**src/vector3_arith_unit_core_defines.svh**
```systemverilog
`ifndef VECTOR3_ARITH_UNIT_CORE_DEFINES_SVH
`define VECTOR3_ARITH_UNIT_CORE_DEFINES_SVH

// same-cycle implication, sampled on clk, off while arst_n is low
`define V3AU_CHECK(lbl, ante, cons, msg) \
	lbl: assert property (@(posedge clk) disable iff (!arst_n) (ante) |-> (cons)) \
		else $error(msg);

// next-cycle implication, sampled on clk, off while arst_n is low
`define V3AU_CHECK_NEXT(lbl, ante, cons, msg) \
	lbl: assert property (@(posedge clk) disable iff (!arst_n) (ante) |=> (cons)) \
		else $error(msg);

`endif

```
**src/v3au_pkg.sv**
```systemverilog
package v3au_pkg;

	localparam int CMD_W = 4;

	localparam logic [CMD_W-1:0] CMD_ADD       = 4'd0;
	localparam logic [CMD_W-1:0] CMD_SUB       = 4'd1;
	localparam logic [CMD_W-1:0] CMD_SCALE     = 4'd2;
	localparam logic [CMD_W-1:0] CMD_DIVIDE    = 4'd3;
	localparam logic [CMD_W-1:0] CMD_DOT       = 4'd4;
	localparam logic [CMD_W-1:0] CMD_CROSS     = 4'd5;
	localparam logic [CMD_W-1:0] CMD_LENGTH    = 4'd6;
	localparam logic [CMD_W-1:0] CMD_NORMALIZE = 4'd7;
	localparam logic [CMD_W-1:0] CMD_EQUAL     = 4'd8;

	// travels alongside every transaction through the pipeline
	typedef struct packed {
		logic             vld;
		logic [CMD_W-1:0] cmd;
	} ctl_t;

endpackage

```
**src/v3au_div_cell.sv**
```systemverilog
`include "vector3_arith_unit_core_defines.svh"

module v3au_div_cell #(
	parameter int NW = 48,
	parameter int DW = 32
) (
	input  logic                 clk,
	input  logic                 arst_n,
	input  v3au_pkg::ctl_t       ctl_in,
	input  logic [DW-1:0]        dvs_in,
	input  logic [2:0][DW-1:0]   rem_in,
	input  logic [2:0][NW-1:0]   nq_in,
	output v3au_pkg::ctl_t       ctl_out,
	output logic [DW-1:0]        dvs_out,
	output logic [2:0][DW-1:0]   rem_out,
	output logic [2:0][NW-1:0]   nq_out
);
	import v3au_pkg::*;

	ctl_t               ctl_q;
	logic [DW-1:0]      dvs_q;
	logic [2:0][DW-1:0] rem_q;
	logic [2:0][NW-1:0] nq_q;

	logic [2:0][DW:0]   t;
	logic [2:0]         ge;
	logic [2:0][DW-1:0] rem_nx;
	logic [2:0][NW-1:0] nq_nx;

	// restoring step on three lanes; dividend bits leave at the top of nq,
	// quotient bits enter at the bottom
	always_comb begin
		for (int i = 0; i < 3; i++) begin
			t[i]      = {rem_in[i], nq_in[i][NW-1]};
			ge[i]     = (t[i] >= {1'b0, dvs_in});
			rem_nx[i] = ge[i] ? DW'(t[i] - {1'b0, dvs_in}) : t[i][DW-1:0];
			nq_nx[i]  = {nq_in[i][NW-2:0], ge[i]};
		end
	end

	always_ff @(posedge clk or negedge arst_n) begin
		if (!arst_n) begin
			ctl_q <= '0;
		end else begin
			ctl_q <= ctl_in;
		end
	end

	always_ff @(posedge clk) begin
		dvs_q <= dvs_in;
		rem_q <= rem_nx;
		nq_q  <= nq_nx;
	end

	assign ctl_out = ctl_q;
	assign dvs_out = dvs_q;
	assign rem_out = rem_q;
	assign nq_out  = nq_q;

	`V3AU_CHECK(a_div_rem_bound, ctl_q.vld && (dvs_q != '0), rem_q[0] < dvs_q, "division remainder not below divisor")

endmodule

```
**config.mk**
```make
export PLATFORM = sky130hd
export DESIGN_NAME = v3au_div_cell
export DESIGN_NICKNAME = d
export VERILOG_FILES = /design/src/v3au_pkg.sv /design/src/v3au_div_cell.sv
export VERILOG_INCLUDE_DIRS = /design/src /design/src/src
export SDC_FILE = /design/constraint.sdc
export NUM_CORES = 1
export LEC_CHECK = 0
export ABC_AREA = 1
export BUFFER_PORTS_ARGS = -buffer_cell sky130_fd_sc_hd__buf_2
export CORE_AREA = 3 3 215 217
export DETAILED_ROUTE_END_ITERATION = 12
export DIE_AREA = 0 0 218 220
export SLEW_MARGIN = 20
export SYNTH_ARGS = -nofsm -noshare
export SYNTH_HDL_FRONTEND = slang
export SYNTH_SLANG_ARGS = --single-unit
```
**constraint.sdc**
```tcl
create_clock -name clk -period 0.8 [get_ports clk]
set_input_delay 0.12 -clock clk [delete_from_list [all_inputs] [get_ports clk]]
set_output_delay 0.12 -clock clk [all_outputs]
set_load 0.02 [all_outputs]
```
Yosys cells after proc, flatten, opt, wreduce, memory -nomap -nowiden --
Index checks and enable logic that the tools add are counted.
Storage, ports and cells: input port bits 279, output and inout bits 277, word-level logic and storage cells 18, register bits after elaboration 277
Operators by class: add/subtract/negate cells 3, mux-type cells 3, magnitude comparators 3
Operators with widths (number):
- 33-bit by 32-bit >= comparator with 1-bit output | 3
- 32-bit two-way mux | 3
- 32-bit subtractor | 3

Depth between registers and ports, before layout --
depth after elaboration 2, gate-level depth with buffers 16

Least setup slack after synthesis --
No wires, ideal clock.
kind input -> register, start input dvs_in[4], end register rem_q, in the netlist rem_out[82], library setup time 0.112 ns, data required time 0.688 ns, data arrival time 1.530 ns, setup slack -0.843 ns, cell stages on the path 14, path through inv_1 > ha_1 > nand2_1 > nand2_1 > nand3b_2 > nand2_2 > nand2_4 > nand2_4 > nand2_4 > nand2_4 > nand2_8 > buf_12 > nand2_1 > nand2_1
RTL lines:
- start, declared | line v3au_div_cell.sv:10 | input logic [DW-1:0] dvs_in,
- end signal, assigned | line v3au_div_cell.sv:51 | rem_q <= rem_nx;
- end, declared | line v3au_div_cell.sv:22 | logic [2:0][DW-1:0] rem_q;

==> flow_metrics.py <==
metrics = {
    "floorplanning": {
        "dieArea_sq_um": 47960,
        "top_level_ports": 556,
        "die_h_um": 220,
        "core_sq_um": 44320,
        "die_x_um": 218,
        "std_cell_rows": 77,
        "start_util": 0.3346,
    },
    "logic_synthesis": {
        "synthArstFlopShare": 0.01805,
        "synth_edf_count": 0,
        "synth_ff_type": "dfxtp_1",
        "syn-num-nets": 2595,
        "syn_area_per_cell_sq_um": 6.689,
        "ys_seq_elements": 277,
        "syn_inst": 2217,
        "synth_warnings": 0,
        "ys_types": 33,
        "synth.yosys.seq_area_share": 0.3756,
        "synth_area_sq_um": 14830,
    },
    "layout": {
        "layout_commonest_cell": "nand2_1",
        "final_cell_mix": "nand2_1, buf_2, inv_1",
        "syn2layout_area_growth_pct": 82.32,
        "post-route-util": 0.6101,
        "layout.cells.non_filler": 4042,
        "final_cell_area_sq_um": 27040,
        "drive_above_1_share": 0.3815,
        "layout.nets": 3801,
    },
    "power": {
        "ir_drop_mv": 1.802,
        "p_per_area_nw_per_um2": 1751,
        "p_leak_nw": 14.84,
    },
    "worst_setup_path": {
        "worst_setup_path_end_kind": "flip-flop",
        "critical_path.most_common_cell": "buf_12",
        "cpPeakStageDelay_ps": 280,
        "critPathTopFamily": "buffers and inverters",
        "cp-start-kind": "input pin",
        "critPathMaxFanout": 6,
        "cp_data_required_time_ps": 1310,
        "critical_path.slowest_cell": "ha_4",
        "path_cells": "buf_8, clkinvlp_4, buf_12, buf_12, ha_4, nand2_4, buf_6, nor2_4, inv_2, nor2_4, inv_2, nor3_4, nand2_8, buf_12, buf_12, nand3_2, nand2_1",
        "worst-path-buf-inv": 9,
        "crit_path_start": "dvs_in[20]",
        "crit_type": "in -> reg",
        "cp.arrival_ps": 2040,
    },
    "sta": {
        "tightest_slew_ps": 375.1,
        "setup_tns_ps": -176410,
        "rsz0062_at_grt": "true",
        "finalCritPeriodShare": 1.910,
        "hold_violations": 0,
        "slew_violations": 0,
        "max-slew-margin-rel": 0.7496,
        "setup_viol": 376,
        "setup_slack_ps": -727.8,
        "max_freq_mhz": 654.5,
        "layout_min_cycle_time_ps": 1528,
    },
    "detailed_routing": {
        "vias": 18530,
        "drtAntennaViolNets": 0,
        "drcViolationCount": 0,
        "drtIter0Drc": 924,
        "finalWirelength_mm": 75.58,
        "wire_per_inst_um": 18.70,
        "dr.pass1.iters": 5,
        "routed_via_density": 4.585,
    },
    "clock_network": {
        "numClockSinks": 277,
        "htree_num_levels": 1,
        "root_buffer": "clkbuf_16",
        "cts_buffers": 30,
        "clk_pin_slew_ps": 60,
        "cts_tree": "yes",
        "cts.path.max_buffers": 3,
    },
    "global_route": {
        "grt_first_pass_wirelength_mm": 106.8,
        "antenna_found_initial": 6,
        "grt_pass1_vias": 18450,
        "grt_usage": 0.2941,
        "grt_max_degree": 33,
        "gr-total-overflow": 0,
    },
    "placement": {
        "dp_cells": 3662,
        "port-buffer-count": 555,
        "dpl-instance-area_sq_um": 21200,
        "gp_congestion": 0.9619,
        "dp_hpwl_mm": 58.06,
    },
    "hold_path": {
        "min_to": "rem_out[33]$_DFF_P_",
        "min_path_cells": 6,
        "hold_start": "rem_in[32]",
        "min_path_type": "in -> reg",
    },
    "flow_run": {
        "maxCapViolations": 0,
    },
    "status": {
        "violations": "negative setup slack",
        "status": "finished with violations",
    },
}
==> worst max path at each step <==
stage / cells past startpoint / slack, ps / to
global placement: 15 / -1540 / rem_out[63]$_DFF_P_
finish: 17 / -730 / rem_out[82]$_DFF_P_
detailed placement: 15 / -1540 / rem_out[63]$_DFF_P_
floorplan: 14 / -800 / rem_out[19]$_DFF_P_
CTS: 17 / -740 / rem_out[82]$_DFF_P_
global route: 17 / -780 / rem_out[70]$_DFF_P_
==> through the flow <==
step	worst slack [ps]	hold WS (ps)	total power, mW
floorplan	-795.2	-175.6	23.48
global placement	-1539	-69.11	30.26
detailed placement	-1537	-62.64	30.34
CTS	-742.2	-404.5	46.32
global route	-782.9	13.82	49.57
finish	-727.8	19.99	47.33
==> tightest hold or removal path, delay by kind of cell <==
kind,cells,cell delay [ps]
buffers and inverters,3,230
adder cells (fa/ha/maj),1,170
AND/OR/NAND/NOR,1,50
AO/OA/AOI/OAI,1,50
==> cells in the mapped netlist (all sizes together) (3+ instances only) <==
library cell  count  area (sq um)
xnor2             3         26.28
nand2           907          3545
dfrtp             5         125.1
nor3             24         141.4
dfxtp           272          5445
a21oi            61         305.3
o21bai            5         37.54
nand4            11         68.82
o21ai             3         15.01
nand3           188          1006
fa                3         60.06
ha               96          1201
nor2            129         529.3
inv             412          1546
xor2             39         341.6
buf              29         225.2
and2             15         93.84
nand3b           13         105.1
==> power breakdown <==
| group | internal (mW) | switching [mW] | leakage [nW] |
|---|---|---|---|
| logic | 7.51 | 9.56 | 12.0 |
| clock network | 8.32 | 6.10 | 0.502 |
| registers | 15.3 | 0.568 | 2.36 |
| total | 31.1 | 16.2 | 14.8 |
==> metal layers <==
layer | global-route usage | routed length [um] | vias to the layer above
met4 | 0.1587 | 4397 | 2
li1 | - | - | 9155
met3 | 0.04854 | 4454 | 186
met1 | 0.3233 | 28710 | 8552
met5 | 0 | 10 | -
met2 | 0.5403 | 38010 | 637
==> state kept, by name, indices dropped and copies added (netlist names) <==
signal and cells:
rem_out 96, nq_out 144, ctl_out 5, dvs_out 32
==> final cells by class <==
type	count	area, sq um
diodes	3	7.507
fillers	3951	17280
repair buffers	1200	9180
well taps	592	740.7
clock buffers	44	883.3
multi-input cells	1502	8842
inverters	412	1584
clock inverters	12	147.6
flip-flops and latches	277	5653
==> repair_timing <==
item	CTS	global route
cloned	3	7
buffers inserted	24	11
hold buffers	273	3
resized for setup	122	275
setup endpoints to repair	376	376
pin swaps	17	56
endpoints found under the hold margin	279	3
==> cells by family after synthesis <==
kind of cell,count (synthesis),share of synthesized area
AND/OR/NAND/NOR,1289,0.3710
buffers and inverters,441,0.1195
AO/OA/AOI/OAI,69,0.02413
flip-flops,277,0.3756
adder cells (fa/ha/maj),99,0.08504
XOR/XNOR,42,0.02480
No activity file was read; power rests on OpenSTA's default activity.
