===== src/vector3_arith_unit_core_defines.svh =====
`ifndef VECTOR3_ARITH_UNIT_CORE_DEFINES_SVH
`define VECTOR3_ARITH_UNIT_CORE_DEFINES_SVH

// same-cycle implication, sampled on clk, off while arst_n is low
`define V3AU_CHECK(lbl, ante, cons, msg) \
	lbl: assert property (@(posedge clk) disable iff (!arst_n) (ante) |-> (cons)) \
		else $error(msg);

// next-cycle implication, sampled on clk, off while arst_n is low
`define V3AU_CHECK_NEXT(lbl, ante, cons, msg) \
	lbl: assert property (@(posedge clk) disable iff (!arst_n) (ante) |=> (cons)) \
		else $error(msg);

`endif


===== src/v3au_pkg.sv =====
package v3au_pkg;

	localparam int CMD_W = 4;

	localparam logic [CMD_W-1:0] CMD_ADD       = 4'd0;
	localparam logic [CMD_W-1:0] CMD_SUB       = 4'd1;
	localparam logic [CMD_W-1:0] CMD_SCALE     = 4'd2;
	localparam logic [CMD_W-1:0] CMD_DIVIDE    = 4'd3;
	localparam logic [CMD_W-1:0] CMD_DOT       = 4'd4;
	localparam logic [CMD_W-1:0] CMD_CROSS     = 4'd5;
	localparam logic [CMD_W-1:0] CMD_LENGTH    = 4'd6;
	localparam logic [CMD_W-1:0] CMD_NORMALIZE = 4'd7;
	localparam logic [CMD_W-1:0] CMD_EQUAL     = 4'd8;

	// travels alongside every transaction through the pipeline
	typedef struct packed {
		logic             vld;
		logic [CMD_W-1:0] cmd;
	} ctl_t;

endpackage


===== src/v3au_sqrt_cell.sv =====
`include "vector3_arith_unit_core_defines.svh"

module v3au_sqrt_cell #(
	parameter int RW = 32
) (
	input  logic              clk,
	input  logic              arst_n,
	input  v3au_pkg::ctl_t    ctl_in,
	input  logic [2*RW-1:0]   x_in,
	input  logic [RW+1:0]     rem_in,
	input  logic [RW-1:0]     root_in,
	output v3au_pkg::ctl_t    ctl_out,
	output logic [2*RW-1:0]   x_out,
	output logic [RW+1:0]     rem_out,
	output logic [RW-1:0]     root_out
);
	import v3au_pkg::*;

	ctl_t            ctl_q;
	logic [2*RW-1:0] x_q;
	logic [RW+1:0]   rem_q;
	logic [RW-1:0]   root_q;

	logic [RW+3:0]   t;
	logic [RW+3:0]   trial;
	logic            ge;
	logic [RW+1:0]   rem_nx;

	// one root bit per cell: bring down two radicand bits, try (root << 2) | 1
	always_comb begin
		t      = {rem_in, x_in[2*RW-1 -: 2]};
		trial  = {2'b00, root_in, 2'b01};
		ge     = (t >= trial);
		rem_nx = ge ? (RW+2)'(t - trial) : t[RW+1:0];
	end

	always_ff @(posedge clk or negedge arst_n) begin
		if (!arst_n) begin
			ctl_q <= '0;
		end else begin
			ctl_q <= ctl_in;
		end
	end

	always_ff @(posedge clk) begin
		x_q    <= {x_in[2*RW-3:0], 2'b00};
		rem_q  <= rem_nx;
		root_q <= {root_in[RW-2:0], ge};
	end

	assign ctl_out  = ctl_q;
	assign x_out    = x_q;
	assign rem_out  = rem_q;
	assign root_out = root_q;

	`V3AU_CHECK(a_sqrt_rem_bound, ctl_q.vld, rem_q <= {1'b0, root_q, 1'b0}, "sqrt remainder above twice the partial root")

endmodule


===== config.mk =====
export PLATFORM = sky130hd
export DESIGN_NAME = v3au_sqrt_cell
export DESIGN_NICKNAME = d
export VERILOG_FILES = /design/src/v3au_pkg.sv /design/src/v3au_sqrt_cell.sv
export VERILOG_INCLUDE_DIRS = /design/src /design/src/src
export SDC_FILE = /design/constraint.sdc
export NUM_CORES = 1
export LEC_CHECK = 0
export BUFFER_PORTS_ARGS = -buffer_cell sky130_fd_sc_hd__buf_4
export CAP_MARGIN = 5
export CORE_MARGIN = 5
export CORE_UTILIZATION = 30
export CTS_BUF_LIST = sky130_fd_sc_hd__clkbuf_4 sky130_fd_sc_hd__clkbuf_8 sky130_fd_sc_hd__clkbuf_16
export CTS_CLUSTER_DIAMETER = 30
export DETAILED_ROUTE_END_ITERATION = 7
export PLACE_DENSITY = 0.54
export SLEW_MARGIN = 20
export SYNTH_ARGS = -nofsm -noshare
export SYNTH_HDL_FRONTEND = slang
export SYNTH_SLANG_ARGS = --single-unit

===== constraint.sdc =====
create_clock -name clk -period 1.63 [get_ports clk]
set_clock_uncertainty 0.2 [all_clocks]
set_input_delay 0.2445 -clock clk [delete_from_list [all_inputs] [get_ports clk]]
set_output_delay 0.2445 -clock clk [all_outputs]
set_load 0.01 [all_outputs]

# Yosys cells after proc, flatten, opt, wreduce, memory -nomap -nowiden
# Index checks and enable logic that the tools add are counted.
[word_totals] latch_bits=0 ramBits=0 inputBits=137 romBits=0 mem_count=0 out_inout_bits=135 regBits=133
[op_classes] mul=0 muxes=1 add_sub_neg=1 bitwise=0 shift=0 n_lt_le_gt_ge=1 div=0 reduce_logical=0 n_eq_ne=0
[ops] cell="$ge 36x34->1" count=1
[ops] cell="$mux 34" count=1
[ops] cell="$sub 34x34->34" count=1

# Longest topological paths before layout
[logic_depth] word_depth=2 mapped_depth=13 ltp_nobuf=10

# Worst setup path before layout
# Ideal clock, no wire load.
[synth_path] kind="in2reg" from="in root_in[9]" to="reg rem_q[27], in the netlist rem_out[27]" cell_stages=10 path_slack_ns=-0.918 t_required_ns=1.309 t_arrival_ns=2.227 n_path_buf=0 cell_sequence="inv_1 -> ha_1 -> a21o_1 -> a31o_1 -> a211oi_4 -> o211ai_2 -> a21bo_2 -> mux2i_1 -> o221ai_1 -> mux2_4"
[synth_between] elab_chain_cells=2 elab_cells_between_ends=3 classes_between="add/sub: 1; order compare: 1; mux: 1"
[synth_lines] item="start, declared" line_no="v3au_sqrt_cell.sv:11" source="input logic [RW-1:0] root_in,"
[synth_lines] item="$sub 34x34->34 or $ge 36x34->1 (tied branches)" line_no="v3au_sqrt_cell.sv:34, v3au_sqrt_cell.sv:33"
[synth_lines] item="$mux 34 *" line_no="v3au_sqrt_cell.sv:34" source="rem_nx = ge ? (RW+2)'(t - trial) : t[RW+1:0];"
[synth_lines] item="via rem_nx[27]" line_no="v3au_sqrt_cell.sv:27" source="logic [RW+1:0] rem_nx;"
[synth_lines] item="end signal, assigned" line_no="v3au_sqrt_cell.sv:47" source="rem_q <= rem_nx;"
[synth_lines] item="end, declared" line_no="v3au_sqrt_cell.sv:21" source="logic [RW+1:0] rem_q;"
# Mark *: on every way through the listed nets, which the timed path passes. The rest lies on a longest branch.

# Final worst setup path
[layout_path] from="in root_in[12]" to="reg rem_q[33], in the netlist rem_out[33]"
# Same word-level chain as after synthesis.

==> flow_metrics.env <==
export IMPL_critPathArrivalTime_ns=2.30
export IMPL_place_congestion=0.937
export IMPL_row_count=48
export IMPL_end_kind="flip-flop"
export IMPL_synth_compound_area_share_pct=18.1
export IMPL_critPathRequiredTime_ns=1.72
export IMPL_post_synth_mux_area_share_pct=1.07
export IMPL_wire_per_inst_um=16.5
export IMPL_yosysUniqueCellTypes=63
export IMPL_cts_buffers=17
export IMPL_highest_layer="met5"
export IMPL_fmax_mhz=451
export IMPL_synth_edf_count=0
export IMPL_wl_met2_mm=10.9
export IMPL_hold_path_class="in -> reg"
export IMPL_drive_gt1_share_pct=52.7
export IMPL_pin_count=272
export IMPL_total_power_mw=10.8
export IMPL_routed_via_density=4.41
export IMPL_fin_tns_setup_ns=-17.57
export IMPL_die_width_um=141
export IMPL_ant_nets=0
export IMPL_p_leak_nw=5.36
export IMPL_yosysTopAreaCell="dfxtp_1"
export IMPL_n_antenna_cell=0
export IMPL_vias=5739
export IMPL_clk_pin_slew_worst_paths_ns=0.06
export IMPL_worst_pin_slew_ns=0.573
export IMPL_peakVddDrop_mv=0.930
export IMPL_drc=0
export IMPL_fp_dieH_um=141
export IMPL_yosys_area_share_adder_pct=8.25
export IMPL_slew_headroom_pct=61.5
export IMPL_drt_iter0_drc=200
export IMPL_maxSlewViolCount=0
export IMPL_start_kind="input port"
export IMPL_violations="negative setup slack"
export IMPL_ys_seq_area_share_pct=52.1
export IMPL_fin_nets=1233
export IMPL_core_area_um2=17100
export IMPL_wl_met1_mm=8.59
export IMPL_grt_pass1_vias=6151
export IMPL_numPortBuffers=269
export IMPL_yosys_top_cells_area="dfxtp_1, ha_1, nand2_1"
export IMPL_synth_top_family_by_area="compound AO/OA/AOI/OAI gates"
export IMPL_layout_common_cells="buf_4, dlygate4sd3_1, dfxtp_1"
export IMPL_layout_commonest_cell="buf_4"
export IMPL_dp_worst_setup_slack_ns=-1.19
export IMPL_design_area_um2=11300
export IMPL_grt_max_degree=17
export IMPL_pwr_density_cell_nw_per_um2=957
export IMPL_dr_wl_met3_mm=1.44
export IMPL_clock_sinks=133
export IMPL_rsz0062_at_grt="yes"
export IMPL_synth_area_um2=5160
export IMPL_clockRootBuffer="clkbuf_16"
export IMPL_start_util_pct=30.2
export IMPL_cts_htree_levels=4
export IMPL_dieArea_um2=19900
export IMPL_drv_cap=0
export IMPL_placed_area_um2=8510
export IMPL_synth_top_area_share_pct=49.7
export IMPL_synth_simple_area_share_pct=10.9
export IMPL_place_hpwl_mm=15.5
export IMPL_dp_cells=1104
export IMPL_grt_pass1_wl_mm=32.7
export IMPL_grt_ovfl_total=0
export IMPL_worst_slack_ns=-0.586
export IMPL_synth_flop_cell="dfxtp_1"
export IMPL_min_period_ns=2.22
export IMPL_cts_path_max_buffers=2
export IMPL_synth_area_per_cell_um2=10.1
export IMPL_ys_async_sr_fraction_pct=3.76
export IMPL_ys_seq_elements=133
export IMPL_drt_total_wl_mm=21.5
export IMPL_cp_max_fo=4
export IMPL_firstDrtPassIters=4
export IMPL_synthToLayoutAreaGrowth_pct=119
export IMPL_tritoncts="done"
export IMPL_synth_yosys_warnings=0
export IMPL_setup_viol=35
export IMPL_syn_inst=512
export IMPL_grt_use_total_pct=20.9
export IMPL_timing_hold_ws_ns=0.0433
export IMPL_status="complete, but fails checks"
export IMPL_min_period_over_period_pct=136
export IMPL_criticalPathCategory="in -> reg"
export IMPL_synthXorXnorAreaFrac_pct=4.58
export IMPL_finalNonFillerCells=1300
export IMPL_antenna_found_initial=1
export IMPL_finalHoldViolCount=0
export IMPL_utilization_pct=66.2
## report_power, final
part           internal (mW)  switching, mW
Sequential              3.57         0.0975
Combinational           1.77           1.30
Clock                   2.48           1.58
Total                   7.83           2.98
## routing by layer
layer	global-route usage (%)	vias up
li1	-	2874
met1	23.8	2655
met2	36.9	181
met3	6.89	27
met4	6.37	2
met5	0	-
## cell families (layout without fill, tap and decap cells)
kind of cell,after synthesis,in the layout
AO/OA/AOI/OAI,133,134
XOR/XNOR,27,27
adder cells (fa/ha/maj),34,34
buffers and inverters,59,620
flip-flops,133,133
multiplexers,5,5
other,1,2
AND/OR/NAND/NOR,120,120
## path summary, 6_finish.rpt
check                      cells after the start  slack [ns]           to        start
setup / recovery                              11       -0.59  rem_out[33]  root_in[12]
hold / removal                                 4        0.04   rem_out[1]     x_in[62]
max in group asynchronous                      3        0.42   ctl_out[3]       arst_n
min in group asynchronous                      3        0.59   ctl_out[1]       arst_n
## synth_stat cells (2+ instances only)
library cell and instances:
o21ai_0 41, a21boi_0 2, inv_1 42, and2_1 3, nand2b_1 5, ha_1 34
o21ai_1 4, mux2i_1 4, clkbuf_1 4, xnor2_1 14, a21oi_1 28, buf_4 2
buf_2 6, and2_2 2, clkbuf_2 2, and3_1 2, dfxtp_1 128, nor2_1 18
o211ai_1 2, o21a_1 3, nand2_1 58, xor2_1 13, o31ai_1 4, o221ai_1 2
o31a_1 2, nand3_1 6, dfrtp_1 5, a21o_1 19, a31oi_1 4, nand4_1 6
a31o_1 2, nor3_1 10, o41ai_2 3, and3_2 3
## worst max-delay path, cell delays in order
cell and delay [ns]:
buf_4 0.12, inv_2 0.06, ha_4 0.21, buf_6 0.13, a21oi_4 0.12, nor2_1 0.07
o31ai_2 0.23, nand3b_1 0.19, o41ai_4 0.53, and4b_1 0.31, o41ai_4 0.07
## cell type report
cell class,instances,area [um^2]
inverters,43,199
flip-flops and latches,133,2690
clock inverters,14,189
multi-input cells,322,2840
clock buffers,18,433
well taps,225,282
fillers,1353,5770
repair buffers,545,4660
## sequential cells by signal (all words and copies together) (netlist names)
| name | cells |
|---|---|
| ctl_out | 5 |
| rem_out | 34 |
| root_out | 32 |
| x_out | 62 |
## what timing repair did
item,4_1_cts,5_1_grt
endpoints found under the hold margin,136,2
cloned,5,2
setup endpoints to repair,35,35
setup buffers,21,5
pin swaps,59,30
hold buffers,131,2
resized for setup,71,56
No activity file was read; power rests on OpenSTA's default activity.
